## src/rtl/fpbp_pkg.sv

```systemverilog
// Shared types and constants for the framed packet byte parser.
package fpbp_pkg;

    localparam int CfgIdxW  = 3;
    localparam int CfgDataW = 16;

    // Configuration register indexes.
    localparam logic [CfgIdxW-1:0] CFG_START_BYTE  = 3'd0;
    localparam logic [CfgIdxW-1:0] CFG_END_BYTE    = 3'd1;
    localparam logic [CfgIdxW-1:0] CFG_ID_LOW      = 3'd2;
    localparam logic [CfgIdxW-1:0] CFG_ID_HIGH     = 3'd3;
    localparam logic [CfgIdxW-1:0] CFG_MAX_PAYLOAD = 3'd4;

    typedef logic [3:0] t_phase;
    typedef logic [3:0] t_role;

    // Parse phases, which double as the reported parse status.
    localparam t_phase PH_ERROR  = 4'd0;
    localparam t_phase PH_DONE   = 4'd1;
    localparam t_phase PH_START  = 4'd2;
    localparam t_phase PH_ID     = 4'd3;
    localparam t_phase PH_LEN_LO = 4'd4;
    localparam t_phase PH_LEN_HI = 4'd5;
    localparam t_phase PH_DATA   = 4'd6;
    localparam t_phase PH_CHECK  = 4'd7;
    localparam t_phase PH_COMPL  = 4'd8;
    localparam t_phase PH_END    = 4'd9;

    // Byte roles.
    localparam t_role ROLE_REJECT  = 4'd0;
    localparam t_role ROLE_START   = 4'd1;
    localparam t_role ROLE_ID      = 4'd2;
    localparam t_role ROLE_LEN_LO  = 4'd3;
    localparam t_role ROLE_LEN_HI  = 4'd4;
    localparam t_role ROLE_PAYLOAD = 4'd5;
    localparam t_role ROLE_CHECK   = 4'd6;
    localparam t_role ROLE_COMPL   = 4'd7;
    localparam t_role ROLE_END     = 4'd8;

    typedef struct packed {
        logic [7:0]  start_byte;
        logic [7:0]  end_byte;
        logic [7:0]  id_low;
        logic [8:0]  id_high;
        logic [15:0] max_payload;
    } t_cfg;

    typedef struct packed {
        t_phase      parse_status;
        t_role       byte_role;
        logic [7:0]  data_byte;
        logic [7:0]  packet_id;
        logic [15:0] payload_length;
        logic        packet_done;
    } t_result;

endpackage

```

## src/rtl/fpbp_cfg_regs.sv

```systemverilog
// Configuration register file of the framed packet byte parser.
module fpbp_cfg_regs (
    input  logic                             i_clk,
    input  logic                             i_rst_n,
    input  logic                             i_cfg_we,
    input  logic [fpbp_pkg::CfgIdxW-1:0]     i_cfg_index,
    input  logic [fpbp_pkg::CfgDataW-1:0]    i_cfg_data,
    output fpbp_pkg::t_cfg                   o_cfg
);
    import fpbp_pkg::*;

    t_cfg r_cfg;

    always_ff @(posedge i_clk) begin
        if (!i_rst_n) begin
            r_cfg.start_byte  <= 8'd0;
            r_cfg.end_byte    <= 8'd0;
            r_cfg.id_low      <= 8'd0;
            r_cfg.id_high     <= 9'd256;
            r_cfg.max_payload <= 16'd1024;
        end else if (i_cfg_we) begin
            unique case (i_cfg_index)
                CFG_START_BYTE:  r_cfg.start_byte  <= i_cfg_data[7:0];
                CFG_END_BYTE:    r_cfg.end_byte    <= i_cfg_data[7:0];
                CFG_ID_LOW:      r_cfg.id_low      <= i_cfg_data[7:0];
                CFG_ID_HIGH:     r_cfg.id_high     <= i_cfg_data[8:0];
                CFG_MAX_PAYLOAD: r_cfg.max_payload <= i_cfg_data[15:0];
                default: begin
                end
            endcase
        end
    end

    assign o_cfg = r_cfg;

endmodule

```

## src/rtl/fpbp_parser.sv

```systemverilog
// Parse state machine: frame state registers and the per-byte next-state logic.
module fpbp_parser (
    input  logic              i_clk,
    input  logic              i_rst_n,
    input  logic              i_step,
    input  logic [7:0]        i_rx_byte,
    input  fpbp_pkg::t_cfg    i_cfg,
    output fpbp_pkg::t_result o_result
);
    import fpbp_pkg::*;

    t_phase      r_phase,     n_phase;
    logic [15:0] r_remaining, n_remaining;
    logic [7:0]  r_xor,       n_xor;
    logic [7:0]  r_id,        n_id;
    logic [7:0]  r_len_low,   n_len_low;
    logic [15:0] r_length,    n_length;
    t_role       role;
    logic        done;
    logic [15:0] len_word;

    always_comb begin
        n_phase     = PH_ERROR;
        n_remaining = r_remaining;
        n_xor       = r_xor;
        n_id        = r_id;
        n_len_low   = r_len_low;
        n_length    = r_length;
        role        = ROLE_REJECT;
        done        = 1'b0;
        len_word    = {i_rx_byte, r_len_low};

        unique case (r_phase)
            PH_ERROR, PH_DONE, PH_START: begin
                // Any idle phase clears the frame context before trying a start byte.
                n_id        = 8'd0;
                n_length    = 16'd0;
                n_len_low   = 8'd0;
                n_xor       = 8'd0;
                n_remaining = 16'd0;
                if (i_rx_byte == i_cfg.start_byte) begin
                    role    = ROLE_START;
                    n_phase = PH_ID;
                end
            end
            PH_ID: begin
                if (i_rx_byte >= i_cfg.id_low && {1'b0, i_rx_byte} < i_cfg.id_high) begin
                    n_id    = i_rx_byte;
                    n_xor   = i_rx_byte;
                    role    = ROLE_ID;
                    n_phase = PH_LEN_LO;
                end
            end
            PH_LEN_LO: begin
                n_len_low = i_rx_byte;
                n_xor     = r_xor ^ i_rx_byte;
                role      = ROLE_LEN_LO;
                n_phase   = PH_LEN_HI;
            end
            PH_LEN_HI: begin
                // The announced length is kept even when it is rejected.
                n_length = len_word;
                n_xor    = r_xor ^ i_rx_byte;
                if (len_word <= i_cfg.max_payload) begin
                    role        = ROLE_LEN_HI;
                    n_remaining = len_word;
                    n_phase     = (len_word == 16'd0) ? PH_CHECK : PH_DATA;
                end
            end
            PH_DATA: begin
                n_xor       = r_xor ^ i_rx_byte;
                role        = ROLE_PAYLOAD;
                n_remaining = r_remaining - 16'd1;
                n_phase     = (n_remaining == 16'd0) ? PH_CHECK : PH_DATA;
            end
            PH_CHECK: begin
                if (i_rx_byte == r_xor) begin
                    role    = ROLE_CHECK;
                    n_phase = PH_COMPL;
                end
            end
            PH_COMPL: begin
                if (i_rx_byte == (8'd0 - r_id)) begin
                    role    = ROLE_COMPL;
                    n_phase = PH_END;
                end
            end
            PH_END: begin
                if (i_rx_byte == i_cfg.end_byte) begin
                    role    = ROLE_END;
                    done    = 1'b1;
                    n_phase = PH_DONE;
                end
            end
            default: begin
                n_phase = PH_ERROR;
            end
        endcase
    end

    always_ff @(posedge i_clk) begin
        if (!i_rst_n) begin
            r_phase     <= PH_START;
            r_remaining <= 16'd0;
            r_xor       <= 8'd0;
            r_id        <= 8'd0;
            r_len_low   <= 8'd0;
            r_length    <= 16'd0;
        end else if (i_step) begin
            r_phase     <= n_phase;
            r_remaining <= n_remaining;
            r_xor       <= n_xor;
            r_id        <= n_id;
            r_len_low   <= n_len_low;
            r_length    <= n_length;
        end
    end

    always_comb begin
        o_result.parse_status   = n_phase;
        o_result.byte_role      = role;
        o_result.data_byte      = (role != ROLE_REJECT) ? i_rx_byte : 8'd0;
        o_result.packet_id      = n_id;
        o_result.payload_length = n_length;
        o_result.packet_done    = done;
    end

endmodule

```

## src/rtl/framed_packet_byte_parser_core.sv

```systemverilog
// Framed packet byte parser: reports one parse result per received byte. A request is
// accepted whenever the result register is empty or its result is being taken in the
// same cycle, so the block sustains one byte every clock while results drain; each
// result appears in the output register the cycle after its byte is accepted. The
// rate is set by the single parse state register, which updates once per byte, with the
// running XOR and length counter next to it. Configuration must be written while idle.
module framed_packet_byte_parser_core (
    input  logic                          i_clk,
    input  logic                          i_rst_n,
    input  logic                          i_cfg_we,
    input  logic [fpbp_pkg::CfgIdxW-1:0]  i_cfg_index,
    input  logic [fpbp_pkg::CfgDataW-1:0] i_cfg_data,
    input  logic                          i_in_valid,
    output logic                          o_in_stall,
    input  logic [7:0]                    i_rx_byte,
    output logic                          o_out_valid,
    input  logic                          i_out_stall,
    output logic [3:0]                    o_parse_status,
    output logic [3:0]                    o_byte_role,
    output logic [7:0]                    o_data_byte,
    output logic [7:0]                    o_packet_id,
    output logic [15:0]                   o_payload_length,
    output logic                          o_packet_done
);
    import fpbp_pkg::*;

    t_cfg    cfg;
    t_result n_result;
    t_result r_result;
    logic    r_out_valid;
    logic    in_accept;

    fpbp_cfg_regs u_cfg_regs (
        .i_clk       (i_clk),
        .i_rst_n     (i_rst_n),
        .i_cfg_we    (i_cfg_we),
        .i_cfg_index (i_cfg_index),
        .i_cfg_data  (i_cfg_data),
        .o_cfg       (cfg)
    );

    fpbp_parser u_parser (
        .i_clk     (i_clk),
        .i_rst_n   (i_rst_n),
        .i_step    (in_accept),
        .i_rx_byte (i_rx_byte),
        .i_cfg     (cfg),
        .o_result  (n_result)
    );

    assign o_in_stall = r_out_valid & i_out_stall;
    assign in_accept  = i_in_valid & ~o_in_stall;

    always_ff @(posedge i_clk) begin
        if (!i_rst_n) begin
            r_out_valid <= 1'b0;
        end else if (in_accept) begin
            r_out_valid <= 1'b1;
        end else if (!i_out_stall) begin
            r_out_valid <= 1'b0;
        end
    end

    always_ff @(posedge i_clk) begin
        if (in_accept) begin
            r_result <= n_result;
        end
    end

    assign o_out_valid      = r_out_valid;
    assign o_parse_status   = r_result.parse_status;
    assign o_byte_role      = r_result.byte_role;
    assign o_data_byte      = r_result.data_byte;
    assign o_packet_id      = r_result.packet_id;
    assign o_payload_length = r_result.payload_length;
    assign o_packet_done    = r_result.packet_done;

endmodule
```

## config.mk

```make
export PLATFORM = sky130hd
export DESIGN_NAME = framed_packet_byte_parser_core
export DESIGN_NICKNAME = d
export VERILOG_FILES = /design/src/rtl/fpbp_pkg.sv /design/src/rtl/fpbp_cfg_regs.sv /design/src/rtl/fpbp_parser.sv /design/src/rtl/framed_packet_byte_parser_core.sv
export SDC_FILE = /design/constraint.sdc
export NUM_CORES = 1
export LEC_CHECK = 0
export BUFFER_PORTS_ARGS = -buffer_cell sky130_fd_sc_hd__buf_4
export CAP_MARGIN = 10
export CORE_ASPECT_RATIO = 1.75
export CORE_MARGIN = 4
export CORE_UTILIZATION = 58
export CTS_CLUSTER_DIAMETER = 60
export DETAILED_ROUTE_END_ITERATION = 8
export PLACE_DENSITY = 0.89
export SLEW_MARGIN = 20
export SYNTH_ARGS = -nofsm -noshare
export SYNTH_HDL_FRONTEND = slang
export SYNTH_HIERARCHICAL = 1
export SYNTH_SLANG_ARGS = --single-unit
```

## constraint.sdc

```tcl
create_clock -name i_clk -period 5.1 [get_ports i_clk]
set_clock_uncertainty 0.1 [all_clocks]
set_input_delay 0.51 -clock i_clk [delete_from_list [all_inputs] [get_ports i_clk]]
set_output_delay 0.51 -clock i_clk [all_outputs]
set_load 0.03 [all_outputs]
```

==> results of run 1 <==
[per-layer routing]
metal	routed length, um	vias up	GRT usage [%]
li1	-	3261	-
met1	7650	3394	29.7
met2	11400	433	49.2
met3	1770	133	5.77
met4	1390	0	19.2
met5	0	-	0
[cells by family after synthesis]
| logic type | count (synthesis) | share of synthesized area [%] |
|---|---|---|
| adders and majority gates | 34 | 5.31 |
| xor gates and xnor gates | 43 | 4.70 |
| and+or+nand+nor | 289 | 18.0 |
| AOI/OAI and AO/OA | 212 | 17.7 |
| buffers and inverters | 103 | 5.22 |
| muxes | 49 | 6.12 |
| DFF | 151 | 42.9 |
[path summary, 6_finish.rpt]
kind / start / to / slack [ps] / cells past startpoint
min reg2reg: u_cfg_regs/o_cfg[4] / u_cfg_regs/o_cfg[4] / 360 / 2
max: i_rx_byte[0] / o_packet_id[7] / 1950 / 9
max reg2reg: u_cfg_regs/o_cfg[20] / o_packet_id[7] / 1950 / 8
min: i_in_valid / o_out_valid / 200 / 2
[layout by cell type (no fill, tap or decap), types with 10 or more instances in the layout]
master,n
nand2_1,146
dfxtp_1,110
buf_4,80
a21oi_1,54
mux2i_1,49
edfxtp_1,41
inv_1,41
o21ai_0,38
ha_1,34
nor2_1,30
xor2_1,28
nor4_1,20
a22o_1,18
clkbuf_16,17
o31ai_1,15
nand3_1,15
xnor2_1,15
a22oi_1,15
a21boi_0,13
o21a_1,12
nor2b_1,11
a311oi_1,10
[layout make-up]
| type | count | area [um^2] | share of cell area, % |
|---|---|---|---|
| clock buffers | 17 | 425 | 4.61 |
| clock inverters | 15 | 194 | 2.10 |
| inverters | 43 | 161 | 1.75 |
| multi-input cells | 627 | 4190 | 45.4 |
| flip-flops and latches | 151 | 3430 | 37.2 |
| well taps | 174 | 218 | 2.36 |
| repair buffers | 80 | 601 | 6.51 |
[flip-flops by register name, indices dropped and copies added (netlist names)]
signal                flops
o_data_byte               8
u_parser/r_remaining     16
u_parser/r_xor            8
u_parser/r_id             8
o_payload_length         16
o_byte_role               4
o_packet_done             1
o_out_valid               1
o_parse_status            4
u_cfg_regs/o_cfg         49
u_parser/r_length        16
u_parser/r_len_low        8
u_parser/r_phase          4
o_packet_id               8
[report_power, final]
group / internal (mW) / leakage (nW) / total, mW / switching, mW
Sequential: 1.28 / 1.31 / 1.32 / 0.0407
Clock: 0.742 / 0.299 / 1.30 / 0.553
Combinational: 0.169 / 1.98 / 0.491 / 0.322
[stage by stage]
stage | power [mW] | hold WS [ps]
6_report | 3.11 | 203
5_1_grt | 3.20 | 208
4_1_cts | 3.10 | 200
3_5_place_dp | 1.82 | 348
3_3_place_gp | 1.80 | 342
2_1_floorplan | 1.67 | 335
==> flow_summary_export.csv, run 1 <==
group,metric,value,unit
worst_setup_path,cp_max_fo,13,
worst_setup_path,slowest_delay,920,ps
sta,report.final.slew_viol_count,0,
worst_setup_path,cp_slowest_cell,"o31ai_1",
yosys,netlist_instances,881,
clock_tree,cts_tree,"built",
worst_setup_path,cp-end-kind,"flop",
clock_tree,clk_path_buf_depth,2,
final_layout,final_nets,986,
power,power.leakage,3.58,nW
sta,hold_violations,0,
place,pre_cts_ws,1510,ps
final_layout,fill_cells,1049,
place,port_buffers,74,
sta,setup_tns,0,ps
detailed_routing,dr.pass1.iters,5,
sta,finalCritPeriodShare,61.7,%
yosys,syn_area,8010,um^2
final_layout,antenna_cells,0,
floorplan,die_x,96.8,um
yosys,yosys-top-cells-count,"146 x nand2_1, 110 x dfxtp_1, 54 x a21oi_1",
yosys,avgSynthCellArea,9.09,um^2
yosys,yosysTopAreaCellShare,27.5,%
final_layout,utilization,68.5,%
final_layout,final_area,9220,um^2
detailed_routing,ant_nets,0,
final_layout,area_delta_synth_final,15.1,%
sta,period_minus_slack,3150,ps
worst_setup_path,path_delay_family,"compound AO/OA/AOI/OAI gates",
yosys,syn-num-nets,947,
global_routing,antenna_found_initial,0,
sta,setup_violations,0,
global_routing,grtUsageTotal,27.9,%
floorplan,initial_core_util,59.5,%
place,dp_cells,1075,
worst_setup_path,cp.required,5170,ps
power,ir_drop,0.297,mV
yosys,ys_ff_latch,151,
yosys,synth_top_area_cell,"dfxtp_1",
worst_setup_path,timing_worst_setup_path_type,"input port to flop",
clock_tree,cts_buffers,17,
floorplan,fp.dieH,163,um
final_layout,final_cells,1107,
floorplan,rows,56,
clock_tree,post_cts_resized,0,
global_routing,first_global_vias,7276,
outcome,outcome,"complete, no violations",
yosys,ys.flop_type,"dfxtp_1",
detailed_routing,via_per_inst,6.52,
yosys,synth_edf_count,41,
yosys,synthTopCellsByArea,"dfxtp_1 28%, edfxtp_1 15%, nand2_1 6.8%",
floorplan,pin_count,75,
floorplan,core_region_area,13500,um^2
sta,max_freq,318,MHz
global_routing,grt_max_degree,88,
clock_tree,htreeDepth,4,
place,placed_area,8590,um^2
floorplan,die-area,15800,um^2
global_routing,overflow,0,
sta,relSlewSlack,24.3,%
clock_tree,cts_root_buf,"clkbuf_16",
sta,rsz0062_at_grt,"false",
yosys,ys_warn_count,6,
yosys,async_reset_ff_share,0,%
sta,tightest_slew,1130,ps
min_path,min_path_type,"input port to flop",
yosys,seq_area_frac_synth,42.9,%
detailed_routing,drc,0,
detailed_routing,routed_wl,22200,um
detailed_routing,vias,7221,
clock_tree,clk_pin_slew,60,ps
sta,setup_ws,1950,ps
power,p_per_area,337,nW/um^2
clock_tree,clock-sinks,151,
worst_setup_path,critPathBufInv,2,
detailed_routing,drtIter0Drc,728,
detailed_routing,wl_per_cell,20.1,um
place,hpwl,14700,um
global_routing,grt_pass1_wl,35600,um
clock_tree,cts_setup_buffers,0,
worst_setup_path,crit_chain,"buf_4 > inv_1 > ha_1 > nand2b_1 > a211oi_1 > o21a_1 > o31ai_1 > nand2_1 > a22o_1",
clock_tree,clk_latency,420,ps
job,cap_viol_max_count,0,
worst_setup_path,critPathLaunchType,"input port",
final_layout,drive_gt1_share,14.0,%
worst_setup_path,worst_ep_arrival_time,3220,ps
yosys,yosysMostFrequentCell,"nand2_1",
clock_tree,ctsHoldBuffers,0,
yosys,synthDistinctLibCells,65,
place,routabilityCongestion,0.967,
(Power assumes the default switching activity.)
==> run 2, diff against run 1 <==
- clock period: 5.1 -> 2.98 ns (I/O delays scaled with it)
==> flow_summary_export.csv, run 2 (synthesized netlist as in run 1, its figures left out) <==
group,metric,value,unit
final_layout,drive_gt1_share,15.9,%
worst_setup_path,r2r-start,"u_parser/r_remaining[7]",
sta,setup_tns,0,ps
final_layout,antenna_cells,0,
global_routing,grtUsageTotal,27.8,%
worst_setup_path,critPathLaunchType,"flop",
detailed_routing,drtIter0Drc,923,
clock_tree,clk_path_buf_depth,2,
outcome,outcome,"complete, no violations",
job,cap_viol_max_count,0,
global_routing,antenna_found_initial,0,
place,routabilityCongestion,0.962,
global_routing,grt_pass1_wl,35600,um
floorplan,core_region_area,13500,um^2
floorplan,fp.dieH,163,um
clock_tree,clock-sinks,151,
detailed_routing,drc,0,
floorplan,rows,56,
sta,setup_violations,0,
min_path,whs_path_depth,3,
final_layout,fill_cells,989,
floorplan,pin_count,75,
final_layout,layout_commonest_cell,"nand2_1",
worst_setup_path,cp.required,3160,ps
clock_tree,cts_root_buf,"clkbuf_16",
min_path,min_to,"u_cfg_regs/o_cfg[12]",
worst_setup_path,r2r-end,"o_parse_status[0]",
sta,rsz0062_at_grt,"false",
floorplan,die-area,15800,um^2
clock_tree,clk_latency,420,ps
detailed_routing,vias,7292,
detailed_routing,ant_nets,0,
min_path,min_path_type,"input port to flop",
worst_setup_path,slowest_delay,570,ps
global_routing,overflow,0,
power,power.leakage,3.71,nW
global_routing,grt_max_degree,74,
final_layout,final_nets,1009,
worst_setup_path,timing_worst_setup_path_type,"flop to flop",
sta,period_minus_slack,2760,ps
detailed_routing,via_per_inst,6.45,
worst_setup_path,ff2ff_setup_slack,220,ps
power,finalPower,5.38,mW
worst_setup_path,path_delay_family,"simple AND/OR/NAND/NOR gates",
sta,report.final.slew_viol_count,0,
floorplan,initial_core_util,59.5,%
power,p_per_area,571,nW/um^2
worst_setup_path,timing.critical_path.mode_cell,"or4_1",
global_routing,first_global_vias,7198,
clock_tree,cts_setup_buffers,0,
detailed_routing,routed_wl,22300,um
clock_tree,cts_buffers,17,
final_layout,area_delta_synth_final,17.7,%
clock_tree,cts_tree,"built",
worst_setup_path,cp-end-kind,"flop",
place,port_buffers,74,
worst_setup_path,cp_slowest_cell,"or4_1",
min_path,worstHoldStart,"i_cfg_data[12]",
worst_setup_path,crit_chain,"or4_1 > or4_1 > nor4_2 > o32ai_1 > or4_4 > nand3_1",
sta,max_freq,362,MHz
worst_setup_path,cp_max_fo,9,
final_layout,largest_register_ffs,49,
sta,relSlewSlack,37.3,%
floorplan,die_x,96.8,um
place,hpwl,15200,um
clock_tree,clk_pin_slew,70,ps
sta,finalCritPeriodShare,92.6,%
final_layout,final_cells,1130,
detailed_routing,dr.pass1.iters,9,
worst_setup_path,critPathBufInv,0,
sta,tightest_slew,941,ps
sta,hold_violations,0,
place,dp_cells,1097,
final_layout,final_cell_mix,"146 x nand2_1, 109 x dfxtp_1, 101 x buf_4",
detailed_routing,wl_per_cell,19.7,um
worst_setup_path,ff2ff_path_depth,6,
worst_setup_path,worst_ep_arrival_time,2940,ps
power,ir_drop,0.399,mV
clock_tree,htreeDepth,4,
==> run 2: changes by cell type in the layout (fill, tap and decap cells not counted), sizes merged <==
| cell | before | now |
|---|---|---|
| buf | 80 | 102 |
| clkinv | 8 | 2 |
| inv | 47 | 50 |
| clkinvlp | 1 | 3 |
| bufinv | 2 | 3 |
| dlygate4sd3 | 0 | 1 |
==> run 2: cell type report <==
type | instances | area (um^2) | area share (%)
Sequential cell | 151 | 3430 | 36.4
Inverter | 43 | 161 | 1.71
Timing Repair Buffer | 103 | 788 | 8.36
Tap cell | 174 | 218 | 2.31
Multi-Input combinational cell | 627 | 4210 | 44.6
Clock buffer | 17 | 425 | 4.51
Clock inverter | 15 | 190 | 2.02
==> run 2: stage by stage <==
stage | utilization (%) | hold WS, ps | setup slack (ps) | area (um^2)
finish | 70.1 | 29.6 | 219 | 9430
global route | 70.1 | 32.4 | 74.0 | 9430
CTS | 69.9 | 21.4 | 116 | 9400
detailed placement | 65.2 | 349 | 75.3 | 8770
global placement | 65.2 | 341 | 240 | 8770
floorplan | - | 316 | 206 | 8020
==> run 2: worst register-to-register path, delay by kind of cell, from the launching register on <==
kind	cells	cell delay [ps]
flip-flops	1	400
AND/OR/NAND/NOR	5	1990
AO/OA/AOI/OAI	1	130
==> run 2: worst max-delay path by stage <==
stage / startpoint / endpoint / slack, ps / depth (start not counted)
floorplan: i_rx_byte[0] / o_data_byte[1] / 210 / 9
global placement: i_rx_byte[4] / o_data_byte[6] / 240 / 9
detailed placement: i_rx_byte[6] / o_data_byte[4] / 80 / 9
CTS: u_parser/r_id[0] / o_data_byte[4] / 120 / 8
global route: u_parser/r_len_low[5] / o_data_byte[4] / 70 / 8
finish: u_parser/r_remaining[7] / o_parse_status[0] / 220 / 6
==> run 2: layer usage <==
| layer | track usage [%] | vias up | share of wire [%] |
|---|---|---|---|
| met2 | 48.8 | 456 | 51 |
| met4 | 19.6 | 0 | 6.6 |
| met3 | 4.44 | 126 | 7.4 |
| met5 | 0 | - | 0 |
| li1 | - | 3297 | - |
| met1 | 30.4 | 3413 | 35 |
==> run 2: what timing repair did <==
action | in CTS | in global routing
hold buffers | 1 | 0
hold endpoints to repair | 1 | 0
resized for setup | 0 | 4
setup endpoints to repair | 0 | 9
==> run 2: power breakdown <==
part           switching (mW)  total (mW)  internal [mW]
sequential             0.0676        2.25           2.19
combinational           0.568       0.885          0.317
clock                   0.905        2.24           1.34
